[config.mk]
export PLATFORM = sky130hd
export DESIGN_NAME = midpoint_ellipse_raster
export DESIGN_NICKNAME = d
export VERILOG_FILES = /design/src/sv/mer_pkg.sv /design/src/sv/mer_dpath.sv /design/src/sv/mer_ctrl.sv /design/src/sv/midpoint_ellipse_raster.sv
export VERILOG_INCLUDE_DIRS = /design/src /design/src/sv
export SDC_FILE = /design/constraint.sdc
export NUM_CORES = 2
export LEC_CHECK = 0
export BUFFER_PORTS_ARGS = -buffer_cell sky130_fd_sc_hd__buf_4
export CAP_MARGIN = 20
export CELL_PAD_IN_SITES_DETAIL_PLACEMENT = 0
export CELL_PAD_IN_SITES_GLOBAL_PLACEMENT = 2
export CORE_MARGIN = 1.5
export CORE_UTILIZATION = 44
export CTS_BUF_LIST = sky130_fd_sc_hd__clkbuf_4 sky130_fd_sc_hd__clkbuf_8 sky130_fd_sc_hd__clkbuf_16
export CTS_CLUSTER_DIAMETER = 50
export CTS_CLUSTER_SIZE = 28
export DETAILED_ROUTE_END_ITERATION = 10
export PLACE_DENSITY = 0.95
export SYNTH_ARGS = -nofsm -noshare
export SYNTH_HDL_FRONTEND = slang
export SYNTH_SLANG_ARGS = --single-unit
export TNS_END_PERCENT = 10
[constraint.sdc]
create_clock -name clk -period 18.8 [get_ports clk]
set_input_delay 0 -clock clk [delete_from_list [all_inputs] [get_ports clk]]
set_output_delay 0 -clock clk [all_outputs]
set_load 0.02 [all_outputs]
[src/sv/midpoint_ellipse_raster_macros.svh]
// ----------------------------------------------------------------------------
// midpoint_ellipse_raster_macros.svh
// Assertion macros for the ellipse rasteriser; empty when synthesising.
// ----------------------------------------------------------------------------
`ifndef MIDPOINT_ELLIPSE_RASTER_MACROS_SVH
`define MIDPOINT_ELLIPSE_RASTER_MACROS_SVH

`ifndef SYNTHESIS
// plain property, clocked on clk, off during reset
`define MER_CHECK(lbl, prop) \
	lbl: assert property (@(posedge clk) disable iff (!arst_n) prop) \
		else $error("ellipse raster check failed");
// pre in one cycle implies post in the next
`define MER_NEXT(lbl, pre, post) \
	lbl: assert property (@(posedge clk) disable iff (!arst_n) (pre) |=> (post)) \
		else $error("ellipse raster sequence check failed");
`else
`define MER_CHECK(lbl, prop)
`define MER_NEXT(lbl, pre, post)
`endif

`endif

[src/sv/mer_pkg.sv]
// ----------------------------------------------------------------------------
// mer_pkg
// Widths, command codes and controller/datapath structs for the rasteriser.
// ----------------------------------------------------------------------------
package mer_pkg;

	localparam int RADIUS_BITS = 11;
	localparam int COORD_BITS  = 12;
	localparam int COLOR_BITS  = 32;
	localparam int OUT_BITS    = COORD_BITS + 2;
	localparam int X_BITS      = RADIUS_BITS + 1;
	localparam int Y_BITS      = RADIUS_BITS + 2;
	localparam int SQ_BITS     = 2 * RADIUS_BITS;
	localparam int SLOPE_BITS  = 3 * RADIUS_BITS + 3;
	localparam int DEC_BITS    = 4 * RADIUS_BITS + 4;
	localparam int MUL_BITS    = 2 * RADIUS_BITS + 4;

	localparam int IN_BITS        = 2 * RADIUS_BITS + 2 * COORD_BITS + COLOR_BITS;
	localparam int IN_TDATA_BITS  = ((IN_BITS + 7) / 8) * 8;
	localparam int OUT_PAY_BITS   = 8 * OUT_BITS + COLOR_BITS;
	localparam int OUT_TDATA_BITS = ((OUT_PAY_BITS + 7) / 8) * 8;

	// input word kinds
	localparam logic OP_START = 1'b0;
	localparam logic OP_STEP  = 1'b1;

	// multiplier operand selection
	localparam logic [2:0] MUL_RX_RX     = 3'd0;
	localparam logic [2:0] MUL_RY_RY     = 3'd1;
	localparam logic [2:0] MUL_RXSQ_RY   = 3'd2;
	localparam logic [2:0] MUL_A_A       = 3'd3;
	localparam logic [2:0] MUL_RYSQ_P    = 3'd4;
	localparam logic [2:0] MUL_B_B       = 3'd5;
	localparam logic [2:0] MUL_RXSQ_P    = 3'd6;
	localparam logic [2:0] MUL_RXSQ_RYSQ = 3'd7;

	// decision register operations
	localparam logic [2:0] DEC_HOLD = 3'd0;
	localparam logic [2:0] DEC_INIT = 3'd1;
	localparam logic [2:0] DEC_STEP = 3'd2;
	localparam logic [2:0] DEC_SET  = 3'd3;
	localparam logic [2:0] DEC_ADD  = 3'd4;
	localparam logic [2:0] DEC_SUB  = 3'd5;

	typedef struct packed {
		logic       load_start;
		logic       step_pos;
		logic       cap_out;
		logic [2:0] mul_sel;
		logic       rxsq_ld;
		logic       rysq_ld;
		logic [2:0] dec_op;
		logic       set_r2;
	} mer_cmd_t;

	typedef struct packed {
		logic region_two;
		logic r1_done;
		logic y_neg;
	} mer_stat_t;

endpackage

[src/sv/mer_dpath.sv]
// ----------------------------------------------------------------------------
// mer_dpath
// Position, slope and decision registers, shared multiplier, output capture.
// ----------------------------------------------------------------------------
module mer_dpath
	import mer_pkg::*;
(
	input  logic                   clk,
	input  logic                   arst_n,
	input  mer_cmd_t               cmd,
	output mer_stat_t              stat,
	input  logic [RADIUS_BITS-1:0] in_rx,
	input  logic [RADIUS_BITS-1:0] in_ry,
	input  logic [COORD_BITS-1:0]  in_cx,
	input  logic [COORD_BITS-1:0]  in_cy,
	input  logic [COLOR_BITS-1:0]  in_color,
	output logic [OUT_BITS-1:0]    out_xp,
	output logic [OUT_BITS-1:0]    out_xn,
	output logic [OUT_BITS-1:0]    out_yp,
	output logic [OUT_BITS-1:0]    out_yn,
	output logic [COLOR_BITS-1:0]  out_color
);

	logic [RADIUS_BITS-1:0]       rad_x_q;
	logic [X_BITS-1:0]            step_x_q;
	logic signed [Y_BITS-1:0]     step_y_q;
	logic signed [SLOPE_BITS-1:0] slope_dx_q;
	logic signed [SLOPE_BITS-1:0] slope_dy_q;
	logic [DEC_BITS-1:0]          dec_q;
	logic [SQ_BITS-1:0]           rx_sq_q;
	logic [SQ_BITS-1:0]           ry_sq_q;
	logic [COORD_BITS-1:0]        cx_q;
	logic [COORD_BITS-1:0]        cy_q;
	logic [COLOR_BITS-1:0]        color_q;
	logic                         region_two_q;
	logic [DEC_BITS-1:0]          mul_q;
	logic [OUT_BITS-1:0]          xp_q, xn_q, yp_q, yn_q;
	logic [COLOR_BITS-1:0]        ocolor_q;

	logic [MUL_BITS-1:0]          mul_a, mul_b;
	logic [2*MUL_BITS-1:0]        mul_p;
	logic                         dec_neg, dec_pos, move_x, move_y;
	logic signed [SLOPE_BITS-1:0] dx_inc, dy_dec;
	logic [DEC_BITS-1:0]          t_dx, t_dy, t_sq, dec_step, dec_init;
	logic [Y_BITS:0]              b_w, b_abs;
	logic [OUT_BITS-1:0]          x_ext, y_ext;

	// branch of the midpoint step, taken from the decision before update
	assign dec_neg = dec_q[DEC_BITS-1];
	assign dec_pos = !dec_neg && (dec_q != '0);
	assign move_x  = !region_two_q || !dec_pos;
	assign move_y  = region_two_q || !dec_neg;

	assign dx_inc = {{(SLOPE_BITS-SQ_BITS-1){1'b0}}, ry_sq_q, 1'b0};
	assign dy_dec = {{(SLOPE_BITS-SQ_BITS-1){1'b0}}, rx_sq_q, 1'b0};

	// decision update once dx/dy carry their new values (scaled by 4)
	always_comb begin
		t_dx = move_x ? {{(DEC_BITS-SLOPE_BITS-2){slope_dx_q[SLOPE_BITS-1]}}, slope_dx_q, 2'b00}
		              : '0;
		t_dy = move_y ? {{(DEC_BITS-SLOPE_BITS-2){slope_dy_q[SLOPE_BITS-1]}}, slope_dy_q, 2'b00}
		              : '0;
		t_sq = region_two_q ? {{(DEC_BITS-SQ_BITS-2){1'b0}}, rx_sq_q, 2'b00}
		                    : {{(DEC_BITS-SQ_BITS-2){1'b0}}, ry_sq_q, 2'b00};
		dec_step = dec_q + t_dx - t_dy + t_sq;
	end

	// 4ry^2 - 4rx^2*ry + rx^2, with rx^2*ry in mul_q
	assign dec_init = {{(DEC_BITS-SQ_BITS-2){1'b0}}, ry_sq_q, 2'b00}
	                - {mul_q[DEC_BITS-3:0], 2'b00}
	                + {{(DEC_BITS-SQ_BITS){1'b0}}, rx_sq_q};

	// |y - 1| for the region-two restart
	assign b_w   = {step_y_q[Y_BITS-1], step_y_q} - {{Y_BITS{1'b0}}, 1'b1};
	assign b_abs = b_w[Y_BITS] ? (~b_w + {{Y_BITS{1'b0}}, 1'b1}) : b_w;

	always_comb begin
		case (cmd.mul_sel)
			MUL_RX_RX: begin
				mul_a = MUL_BITS'(rad_x_q);
				mul_b = MUL_BITS'(rad_x_q);
			end
			MUL_RY_RY: begin
				mul_a = MUL_BITS'(step_y_q[RADIUS_BITS-1:0]);
				mul_b = MUL_BITS'(step_y_q[RADIUS_BITS-1:0]);
			end
			MUL_RXSQ_RY: begin
				mul_a = MUL_BITS'(rx_sq_q);
				mul_b = MUL_BITS'(step_y_q[RADIUS_BITS-1:0]);
			end
			MUL_A_A: begin
				mul_a = MUL_BITS'({step_x_q, 1'b1});
				mul_b = MUL_BITS'({step_x_q, 1'b1});
			end
			MUL_RYSQ_P: begin
				mul_a = MUL_BITS'(ry_sq_q);
				mul_b = mul_q[MUL_BITS-1:0];
			end
			MUL_B_B: begin
				mul_a = MUL_BITS'(b_abs);
				mul_b = MUL_BITS'(b_abs);
			end
			MUL_RXSQ_P: begin
				mul_a = MUL_BITS'(rx_sq_q);
				mul_b = mul_q[MUL_BITS-1:0];
			end
			MUL_RXSQ_RYSQ: begin
				mul_a = MUL_BITS'(rx_sq_q);
				mul_b = MUL_BITS'(ry_sq_q);
			end
			default: begin
				mul_a = '0;
				mul_b = '0;
			end
		endcase
	end

	assign mul_p = mul_a * mul_b;

	always_ff @(posedge clk or negedge arst_n) begin
		if (!arst_n) begin
			region_two_q <= 1'b0;
		end else if (cmd.load_start) begin
			region_two_q <= 1'b0;
		end else if (cmd.set_r2) begin
			region_two_q <= 1'b1;
		end
	end

	always_ff @(posedge clk) begin
		mul_q <= mul_p[DEC_BITS-1:0];

		if (cmd.load_start) begin
			rad_x_q    <= in_rx;
			cx_q       <= in_cx;
			cy_q       <= in_cy;
			color_q    <= in_color;
			step_x_q   <= '0;
			step_y_q   <= {2'b00, in_ry};
			slope_dx_q <= '0;
		end else if (cmd.step_pos) begin
			if (move_x) begin
				step_x_q   <= step_x_q + X_BITS'(1);
				slope_dx_q <= slope_dx_q + dx_inc;
			end
			if (move_y) begin
				step_y_q <= step_y_q - Y_BITS'(1);
			end
		end

		if (cmd.dec_op == DEC_INIT) begin
			slope_dy_q <= {mul_q[SLOPE_BITS-2:0], 1'b0};
		end else if (cmd.step_pos && move_y) begin
			slope_dy_q <= slope_dy_q - dy_dec;
		end

		if (cmd.rxsq_ld) begin
			rx_sq_q <= mul_q[SQ_BITS-1:0];
		end
		if (cmd.rysq_ld) begin
			ry_sq_q <= mul_q[SQ_BITS-1:0];
		end

		case (cmd.dec_op)
			DEC_INIT: dec_q <= dec_init;
			DEC_STEP: dec_q <= dec_step;
			DEC_SET:  dec_q <= mul_q;
			DEC_ADD:  dec_q <= dec_q + {mul_q[DEC_BITS-3:0], 2'b00};
			DEC_SUB:  dec_q <= dec_q - {mul_q[DEC_BITS-3:0], 2'b00};
			default:  dec_q <= dec_q;
		endcase

		if (cmd.cap_out) begin
			xp_q     <= OUT_BITS'(cx_q) + x_ext;
			xn_q     <= OUT_BITS'(cx_q) - x_ext;
			yp_q     <= OUT_BITS'(cy_q) + y_ext;
			yn_q     <= OUT_BITS'(cy_q) - y_ext;
			ocolor_q <= color_q;
		end
	end

	assign x_ext = OUT_BITS'(step_x_q);
	assign y_ext = {{(OUT_BITS-Y_BITS){step_y_q[Y_BITS-1]}}, step_y_q};

	assign stat.region_two = region_two_q;
	assign stat.r1_done    = !(slope_dx_q < slope_dy_q);
	assign stat.y_neg      = step_y_q[Y_BITS-1];

	assign out_xp    = xp_q;
	assign out_xn    = xn_q;
	assign out_yp    = yp_q;
	assign out_yn    = yn_q;
	assign out_color = ocolor_q;

endmodule

[src/sv/mer_ctrl.sv]
// ----------------------------------------------------------------------------
// mer_ctrl
// Sequencer: start set-up, step handling, region-two restart, output word.
// ----------------------------------------------------------------------------
`include "midpoint_ellipse_raster_macros.svh"

module mer_ctrl
	import mer_pkg::*;
(
	input  logic      clk,
	input  logic      arst_n,
	input  logic      in_valid,
	input  logic      in_opcode,
	output logic      in_ready,
	output logic      out_valid,
	input  logic      out_ready,
	output logic      out_last,
	output mer_cmd_t  cmd,
	input  mer_stat_t stat
);

	localparam logic [3:0] ST_IDLE      = 4'd0;
	localparam logic [3:0] ST_MRX       = 4'd1;
	localparam logic [3:0] ST_MRY       = 4'd2;
	localparam logic [3:0] ST_MDY       = 4'd3;
	localparam logic [3:0] ST_INIT      = 4'd4;
	localparam logic [3:0] ST_CHK_START = 4'd5;
	localparam logic [3:0] ST_CHK_STEP  = 4'd6;
	localparam logic [3:0] ST_R1        = 4'd7;
	localparam logic [3:0] ST_R2        = 4'd8;
	localparam logic [3:0] ST_R3        = 4'd9;
	localparam logic [3:0] ST_R4        = 4'd10;
	localparam logic [3:0] ST_R5        = 4'd11;
	localparam logic [3:0] ST_R6        = 4'd12;

	logic [3:0] st_q, st_nxt;
	logic       busy_q, out_valid_q, last_q;
	logic       accept, need_r2, last;

	assign in_ready = (st_q == ST_IDLE) && (!out_valid_q || out_ready);
	assign accept   = in_valid && in_ready;
	assign need_r2  = !stat.region_two && stat.r1_done;
	assign last     = (stat.region_two || stat.r1_done) && stat.y_neg;

	always_comb begin
		cmd    = '0;
		st_nxt = st_q;
		case (st_q)
			ST_IDLE: begin
				if (accept) begin
					if (in_opcode == OP_START) begin
						cmd.load_start = 1'b1;
						st_nxt         = ST_MRX;
					end else if (busy_q) begin
						cmd.step_pos = 1'b1;
						cmd.cap_out  = 1'b1;
						st_nxt       = ST_CHK_STEP;
					end
				end
			end
			ST_MRX: begin
				cmd.mul_sel = MUL_RX_RX;
				st_nxt      = ST_MRY;
			end
			ST_MRY: begin
				cmd.rxsq_ld = 1'b1;
				cmd.mul_sel = MUL_RY_RY;
				st_nxt      = ST_MDY;
			end
			ST_MDY: begin
				cmd.rysq_ld = 1'b1;
				cmd.mul_sel = MUL_RXSQ_RY;
				st_nxt      = ST_INIT;
			end
			ST_INIT: begin
				cmd.dec_op = DEC_INIT;
				st_nxt     = ST_CHK_START;
			end
			ST_CHK_START: begin
				st_nxt = need_r2 ? ST_R1 : ST_IDLE;
			end
			ST_CHK_STEP: begin
				cmd.dec_op = DEC_STEP;
				st_nxt     = need_r2 ? ST_R1 : ST_IDLE;
			end
			ST_R1: begin
				cmd.mul_sel = MUL_A_A;
				st_nxt      = ST_R2;
			end
			ST_R2: begin
				cmd.mul_sel = MUL_RYSQ_P;
				st_nxt      = ST_R3;
			end
			ST_R3: begin
				cmd.dec_op  = DEC_SET;
				cmd.mul_sel = MUL_B_B;
				st_nxt      = ST_R4;
			end
			ST_R4: begin
				cmd.mul_sel = MUL_RXSQ_P;
				st_nxt      = ST_R5;
			end
			ST_R5: begin
				cmd.dec_op  = DEC_ADD;
				cmd.mul_sel = MUL_RXSQ_RYSQ;
				st_nxt      = ST_R6;
			end
			ST_R6: begin
				cmd.dec_op = DEC_SUB;
				cmd.set_r2 = 1'b1;
				st_nxt     = ST_IDLE;
			end
			default: begin
				st_nxt = ST_IDLE;
			end
		endcase
	end

	always_ff @(posedge clk or negedge arst_n) begin
		if (!arst_n) begin
			st_q        <= ST_IDLE;
			busy_q      <= 1'b0;
			out_valid_q <= 1'b0;
			last_q      <= 1'b0;
		end else begin
			st_q <= st_nxt;
			if (cmd.load_start) begin
				busy_q <= 1'b1;
			end else if (st_q == ST_CHK_STEP && last) begin
				busy_q <= 1'b0;
			end
			if (st_q == ST_CHK_STEP) begin
				out_valid_q <= 1'b1;
				last_q      <= last;
			end else if (out_ready) begin
				out_valid_q <= 1'b0;
			end
		end
	end

	assign out_valid = out_valid_q;
	assign out_last  = last_q;

	`MER_CHECK(a_step_when_busy, (st_q == ST_CHK_STEP) |-> busy_q)
	`MER_CHECK(a_out_free_on_step, (st_q == ST_CHK_STEP) |-> !out_valid_q)
	`MER_CHECK(a_last_ends_run, (out_valid_q && last_q) |-> !busy_q)
	`MER_NEXT(a_restart_sets_r2, st_q == ST_R6, stat.region_two)

endmodule

[src/sv/midpoint_ellipse_raster.sv]
// Start word: set-up states MRX to CHK_START, plus restart if a radius is zero.
// Step word: result valid after state CHK_STEP; next word waits for IDLE.
// A step that ends region one adds the decision restart, states R1 to R6.
// Start set-up and restart are bound by the single shared 26x26 multiplier.
// arst_n clears sequencer, busy, region flag and output valid; idle after reset.
// ----------------------------------------------------------------------------
// midpoint_ellipse_raster
// Midpoint ellipse rasteriser: one start word loads radii, centre and colour;
// each following step word returns one group of four mirrored points.
// ----------------------------------------------------------------------------
module midpoint_ellipse_raster
	import mer_pkg::*;
(
	input  logic                      clk,
	input  logic                      arst_n,
	// input words
	input  logic                      s_tvalid,
	output logic                      s_tready,
	// radius_x, radius_y, centre_x, centre_y, pixel_color (low bit up), zero pad
	input  logic [IN_TDATA_BITS-1:0]  s_tdata,
	// opcode: 0 start, 1 step
	input  logic                      s_tuser,
	// result words
	output logic                      m_tvalid,
	input  logic                      m_tready,
	// px_pos_x, px_pos_y, nx_pos_x, nx_pos_y, px_neg_x, px_neg_y,
	// nx_neg_x, nx_neg_y, point_color (low bit up)
	output logic [OUT_TDATA_BITS-1:0] m_tdata,
	// last_group
	output logic                      m_tlast
);

	localparam int RY_LO = RADIUS_BITS;
	localparam int CX_LO = 2 * RADIUS_BITS;
	localparam int CY_LO = CX_LO + COORD_BITS;
	localparam int CL_LO = CY_LO + COORD_BITS;

	mer_cmd_t  cmd;
	mer_stat_t stat;

	logic [OUT_BITS-1:0]   xp, xn, yp, yn;
	logic [COLOR_BITS-1:0] color;

	// controller: owns the handshakes, busy flag and output-valid register
	mer_ctrl u_ctrl (
		.clk       (clk),
		.arst_n    (arst_n),
		.in_valid  (s_tvalid),
		.in_opcode (s_tuser),
		.in_ready  (s_tready),
		.out_valid (m_tvalid),
		.out_ready (m_tready),
		.out_last  (m_tlast),
		.cmd       (cmd),
		.stat      (stat)
	);

	// datapath: ellipse state, multiplier and captured point group
	mer_dpath u_dpath (
		.clk       (clk),
		.arst_n    (arst_n),
		.cmd       (cmd),
		.stat      (stat),
		.in_rx     (s_tdata[RADIUS_BITS-1:0]),
		.in_ry     (s_tdata[RY_LO +: RADIUS_BITS]),
		.in_cx     (s_tdata[CX_LO +: COORD_BITS]),
		.in_cy     (s_tdata[CY_LO +: COORD_BITS]),
		.in_color  (s_tdata[CL_LO +: COLOR_BITS]),
		.out_xp    (xp),
		.out_xn    (xn),
		.out_yp    (yp),
		.out_yn    (yn),
		.out_color (color)
	);

	// the four corners share two column and two row values
	assign m_tdata = OUT_TDATA_BITS'({color, yn, xn, yn, xp, yp, xn, yp, xp});

endmodule

### Yosys cells after proc, flatten, opt, wreduce, memory -nomap -nowiden

Cells that the tools add are included.

| word-level totals | value |
|---|---|
| flip-flop bits (word level) | 400 |
| input bits | 85 |
| output and inout port bits | 147 |
| logic and storage cells | 137 |

| cells by class | value |
|---|---|
| add/sub/neg operators | 17 |
| $mul | 1 |
| magnitude comparators | 1 |
| eq/ne operators | 26 |
| mux-type cells | 33 |
| bitwise logic cells | 1 |
| reductions and logical operators | 34 |

Operators with widths:

| kind | number |
|---|---|
| $pmux W26 S6 | 2 |
| $pmux W48 S5 | 1 |
| $add A48 B48 Y48 | 3 |
| $mux W48 | 2 |
| $sub A48 B48 Y48 | 2 |
| $mux W36 | 2 |
| $add A48 B22 Y48 | 1 |
| $mul A26 B26 Y48 | 1 |
| $reduce_bool A48 Y1 | 1 |
| $sub A24 B48 Y48 | 1 |
| $pmux W4 S11 | 1 |
| $add A36 B24 Y36 | 1 |
| $lt A36 B36 Y1 | 1 |
| $sub A36 B24 Y36 | 1 |
| $mux W11 | 3 |
| $mux W24 | 1 |
| $pmux W3 S7 | 1 |
| $eq A4 B4 Y1 const B | 5 |
| $eq A3 B3 Y1 const B | 6 |
| $eq A4 B3 Y1 const B | 4 |
| $pmux W3 S5 | 1 |
| $add A13 B13 Y14 | 1 |
| $add A14 B1 Y14 const B | 1 |
| $mux W14 | 1 |
| 27 further kinds | 69 |

### Longest topological paths before layout

| depth | value |
|---|---|
| word-level depth | 9 |
| depth in mapped cells | 41 |
| mapped depth without buffers | 39 |

### Modules after synthesis

From an unflattened synthesis, not the netlist that was laid out.

| second synthesis, totals | value |
|---|---|
| cell total of the unflattened synthesis | 5732 |
| area, all modules | 50738.7 sq um |

By module, submodules not included:

| module | instances | cells each | area an instance (sq um) | sequential area each (sq um) |
|---|---|---|---|---|
| mer_dpath | 1 | 5611 | 49800.3 | 10645.2 |
| mer_ctrl | 1 | 65 | 518.0 | 175.2 |
| midpoint_ellipse_raster | 1 | 56 | 420.4 | 0.0 |

### Least setup slack after synthesis

No wires, ideal clock.

| path | value |
|---|---|
| path kind | flip-flop to flip-flop |
| from | register u_dpath.step_y_q[1] |
| to | register u_dpath.mul_q[45] |
| setup time | 0.118 ns |
| arrival | 9.266 ns |
| data required time | 18.682 ns |
| path slack | 9.416 ns |
| cell stages (with the launch flop) | 39 |
| buffers on the path | 1 |
| period minus slack after synthesis | 9.384 ns |
| cells stage by stage | edfxtp_1 > inv_1 > ha_1 > a21boi_0 > nand3_1 > nor3_1 > nand3_1 > xnor2_1 > and4_1 > nor2_1 > xor2_1 > nor2_1 > o32a_1 > clkbuf_1 > nand2_1 > fa_1 > fa_1 > inv_1 > [3 not listed] > inv_1 > fa_1 > fa_1 > inv_1 > fa_1 > inv_1 > ha_1 > and4_1 > and3_1 > a21oi_1 > o21ai_0 > a311oi_1 > o31ai_1 > nand2_1 > o21ai_0 > a31oi_1 > o2bb2ai_1 > xnor2_1 |

| on the way | value |
|---|---|
| word-level cells in the longest chain between the ends | 6 |
| elaborated cells between the ends (all ways) | 7 |
| classes of those cells | add/sub (2); mul (1); mux (3); bitwise (1) |

Ends and longest elaborated chain:

| item | RTL line | text |
|---|---|---|
| start, declared | mer_dpath.sv:26 | `logic signed [Y_BITS-1:0] step_y_q;` |
| start signal, assigned | mer_dpath.sv:139 | `step_y_q <= {2'b00, in_ry};` |
| start signal, assigned | mer_dpath.sv:147 | `step_y_q <= step_y_q - Y_BITS'(1);` |
| $sub A13 B2 Y14 | mer_dpath.sv:74 | `assign b_w = {step_y_q[Y_BITS-1], step_y_q} - {{Y_BITS{1'b0}}, 1'b1};` |
| $not A14 Y14 | mer_dpath.sv:75 | `assign b_abs = b_w[Y_BITS] ? (~b_w + {{Y_BITS{1'b0}}, 1'b1}) : b_w;` |
| $add A14 B1 Y14 | mer_dpath.sv:75 |  |
| $mux W14 | mer_dpath.sv:75 |  |
| $pmux W26 S6 | mer_dpath.sv:78 | `case (cmd.mul_sel)` |
| $mul A26 B26 Y48 (*) | mer_dpath.sv:118 | `assign mul_p = mul_a * mul_b;` |
| via u_dpath.mul_p[45] | mer_dpath.sv:41 | `logic [2*MUL_BITS-1:0] mul_p;` |
| end signal, assigned | mer_dpath.sv:131 | `mul_q <= mul_p[DEC_BITS-1:0];` |
| end, declared | mer_dpath.sv:36 | `logic [DEC_BITS-1:0] mul_q;` |

The timed path passes the listed nets; every way through them passes the cells marked *. The select of a mux whose other input is x is not followed.
A chain may end at the register's enable or synchronous reset.

### Final worst setup path

Ends and elaborated chain as after synthesis.

==> flow_summary_export.csv <==
group,metric,value,unit
timing,final.setup.tns,0,ps
timing,final_max_slew_viol_count,0,
grt,grt_usage,0.275,
run_status,status,"finished, final reports clean",
cells_and_area,register_area,0.0108,mm^2
setup_path,end_kind,"flop",
flow_run,drv_cap,0,
cells_and_area,nets,6772,
synth,netlist.area_leader.share,0.234,
cells_and_area,multiInputGateArea,0.0336,mm^2
route,drc_errors,0,
placed_design,gp_congestion,0.942,
min_path,min_path_type,"in -> reg",
grt,grt_pass1_vias,40042,
grt,grt_max_degree,68,
grt,grt_pass1_wl,237000,um
route,firstDrtPassIters,6,
clock_tree,cts_tree,"built",
clock_tree,cts_buffer_depth,3,
placed_design,port_buffers,227,
die,die_w,336,um
setup_path,critPathMostFrequentCell,"fa_1",
clock_tree,cts_buffers,56,
setup_path,worst_setup_path_start_kind,"flop",
die,io_pins,232,
setup_path,cp_max_fo,16,
die,fp.dieH,336,um
cells_and_area,n_fill_cell,10421,
grt,overflow,0,
die,rows,122,
timing,hold_viol,0,
timing,relSlewSlack,0.154,
die,core,0.110,mm^2
clock_tree,clock-root-buffer,"clkbuf_16",
clock_tree,clk_latency,680,ps
setup_path,crit_required,19340,ps
timing,layout_worst_path_cycle_share,0.648,
synth,synth-compound-area-share,0.129,
die,die_area,0.113,mm^2
setup_path,slowest_stage,"a311oi_1",
grt,antenna_found_initial,5,
timing,rsz0062_at_grt,"no",
setup_path,r2r_setup_slack,6620,ps
setup_path,arrival,12730,ps
synth,synth-xor-area-share,0.0606,
setup_path,cpPeakStageDelay,890,ps
clock_tree,cts_resized,0,
synth,syn_area,0.0488,mm^2
synth,synth_top_family_by_area,"adder cells",
synth,ys_warn_count,0,
route,dr.first_iter.drc_count,3621,
synth,muxShareOfSynthArea,0.00190,
cells_and_area,drive_gt1_frac,0.0882,
placed_design,dp_hpwl,121000,um
route,viasPerCell,5.53,
synth,synth_cell_types,84,
synth,synthSimpleGateAreaFrac,0.141,
synth,syn_inst,5438,
die,start_util,0.442,
synth,synthTopCellsByCount,"inv_1, nand2_1, fa_1, nor2_1, ha_1",
route,num_vias,39796,
timing,max_slew.worst_pin.slew,1260,ps
timing,fmax,82.1,MHz
synth,synth_area_leaders,"fa_1, edfxtp_1, ha_1",
timing,final.setup_skew,68.9,ps
route,drtAntennaViolNets,0,
synth,synth_seq_area_share,0.222,
route,drt-wirelength-per-cell,21.4,um
timing,period_needed,12180,ps
synth,synthArstFlopShare,0.0203,
synth,synth_seq_cells,394,
clock_tree,cts.clk_slew.worst_paths,70,ps
synth,synth_top_area_cell,"fa_1",
synth,synth_edf_count,289,
synth,postSynthAreaPerCell,8.98,um^2
clock_tree,cts_sinks,394,
setup_path,worstSetupPathType,"reg -> reg",
timing,setup_violations,0,
cells_and_area,area_delta_synth_final,12.8,%
clock_tree,h-tree-depth,2,
synth,synth_ff_type,"edfxtp_1",
synth,synthAdderAreaFrac,0.352,
synth,synth_most_common_cell,"inv_1",
route,drt_wl_total,154000,um
cells in the final DEF, fill, tap and decap left out, types with 40 or more instances in the layout:
master	count
inv_1	893
nand2_1	599
fa_1	571
nor2_1	476
ha_1	461
buf_4	337
edfxtp_1	289
a21oi_1	280
o21ai_0	211
xnor2_1	209
xor2_1	129
a21o_1	103
dfxtp_1	97
dlygate4sd3_1	84
and2_1	74
nand3_1	64
clkbuf_16	60
nor3_1	47
nand2b_1	46
and3_1	46
a222oi_1	44
o21bai_1	44
nor2b_1	40
path summary, 6_finish.rpt:
path                                     startpoint                     to  cells after the start
worst min-delay path                    s_tdata[10]    u_dpath.rad_x_q[10]                      2
min in group asynchronous                    arst_n   u_dpath.region_two_q                      3
worst min register to register  u_dpath.color_q[22]  u_dpath.out_color[22]                      0
max in group asynchronous                    arst_n        u_ctrl.out_last                      3
worst max register to register  u_dpath.step_y_q[1]      u_dpath.mul_q[45]                     36
worst max-delay path            u_dpath.step_y_q[1]      u_dpath.mul_q[45]                     36
critical path: cells and delay by family, from the launching register on:
| kind | cells | cell delay (ps) |
|---|---|---|
| AOI/OAI and AO/OA | 9 | 2790 |
| xor gates and xnor gates | 3 | 720 |
| adders and majority gates | 9 | 4010 |
| buffers and inverters | 5 | 470 |
| DFF | 1 | 520 |
| and+or+nand+nor | 10 | 3520 |
sequential cells by signal (all words and copies together), names as in the netlist, 11 cells and up:
signal,flops
u_dpath.rad_x_q,11
u_dpath.ry_sq_q,22
u_dpath.color_q,32
u_dpath.step_y_q,13
u_dpath.slope_dx_q,35
u_dpath.cx_q,12
u_dpath.dec_q,48
u_dpath.out_yp,13
u_dpath.out_xp,12
u_dpath.out_color,32
u_dpath.step_x_q,12
u_dpath.out_xn,13
u_dpath.cy_q,12
u_dpath.rx_sq_q,22
u_dpath.slope_dy_q,35
u_dpath.out_yn,14
u_dpath.mul_q,48
logic make-up after synthesis:
family,count (synthesis)
other cells,1
compound gates,972
buf+inv,1157
flops,394
simple gates,1535
mux,9
xor+xnor,338
fa+ha+maj,1032
routing by layer:
layer,global-route usage,wire length [um],vias up,share of wire
met5,0,0,-,0
met4,0.0806,4870,0,0.032
met3,0.0437,13900,238,0.091
met2,0.428,67700,1574,0.44
li1,-,-,18323,-
met1,0.394,67300,19661,0.44
cell type report:
| type | count | area share |
|---|---|---|
| Clock inverter | 43 | 0.0101 |
| Tap cell | 1488 | 0.0338 |
| Timing Repair Buffer | 421 | 0.0612 |
| Multi-Input combinational cell | 3888 | 0.610 |
| Clock buffer | 63 | 0.0278 |
| Sequential cell | 394 | 0.197 |
| Inverter | 894 | 0.0610 |
| Antenna cell | 1 | 0.0000454 |
stage by stage:
stage,std cells,util,area (um^2),hold WS [ps],setup slack (ps)
finish,7192,0.499,55100,39.0,6620
global route,7192,0.499,55100,31.8,5980
CTS,7191,0.499,55100,8.87,6750
detailed placement,7001,0.472,52100,-175,6840
global placement,7001,0.472,52100,-177,7010
floorplan,5439,-,48800,-296,9420
timing repair:
item / CTS / global route
buffers inserted: 0 / 0
endpoints found under the setup margin: 0 / 0
hold buffers: 84 / 0
hold endpoints to repair: 90 / 0
Power is not shown: default switching activity piles up to over one toggle a cycle in this logic, so the estimate is an artifact.
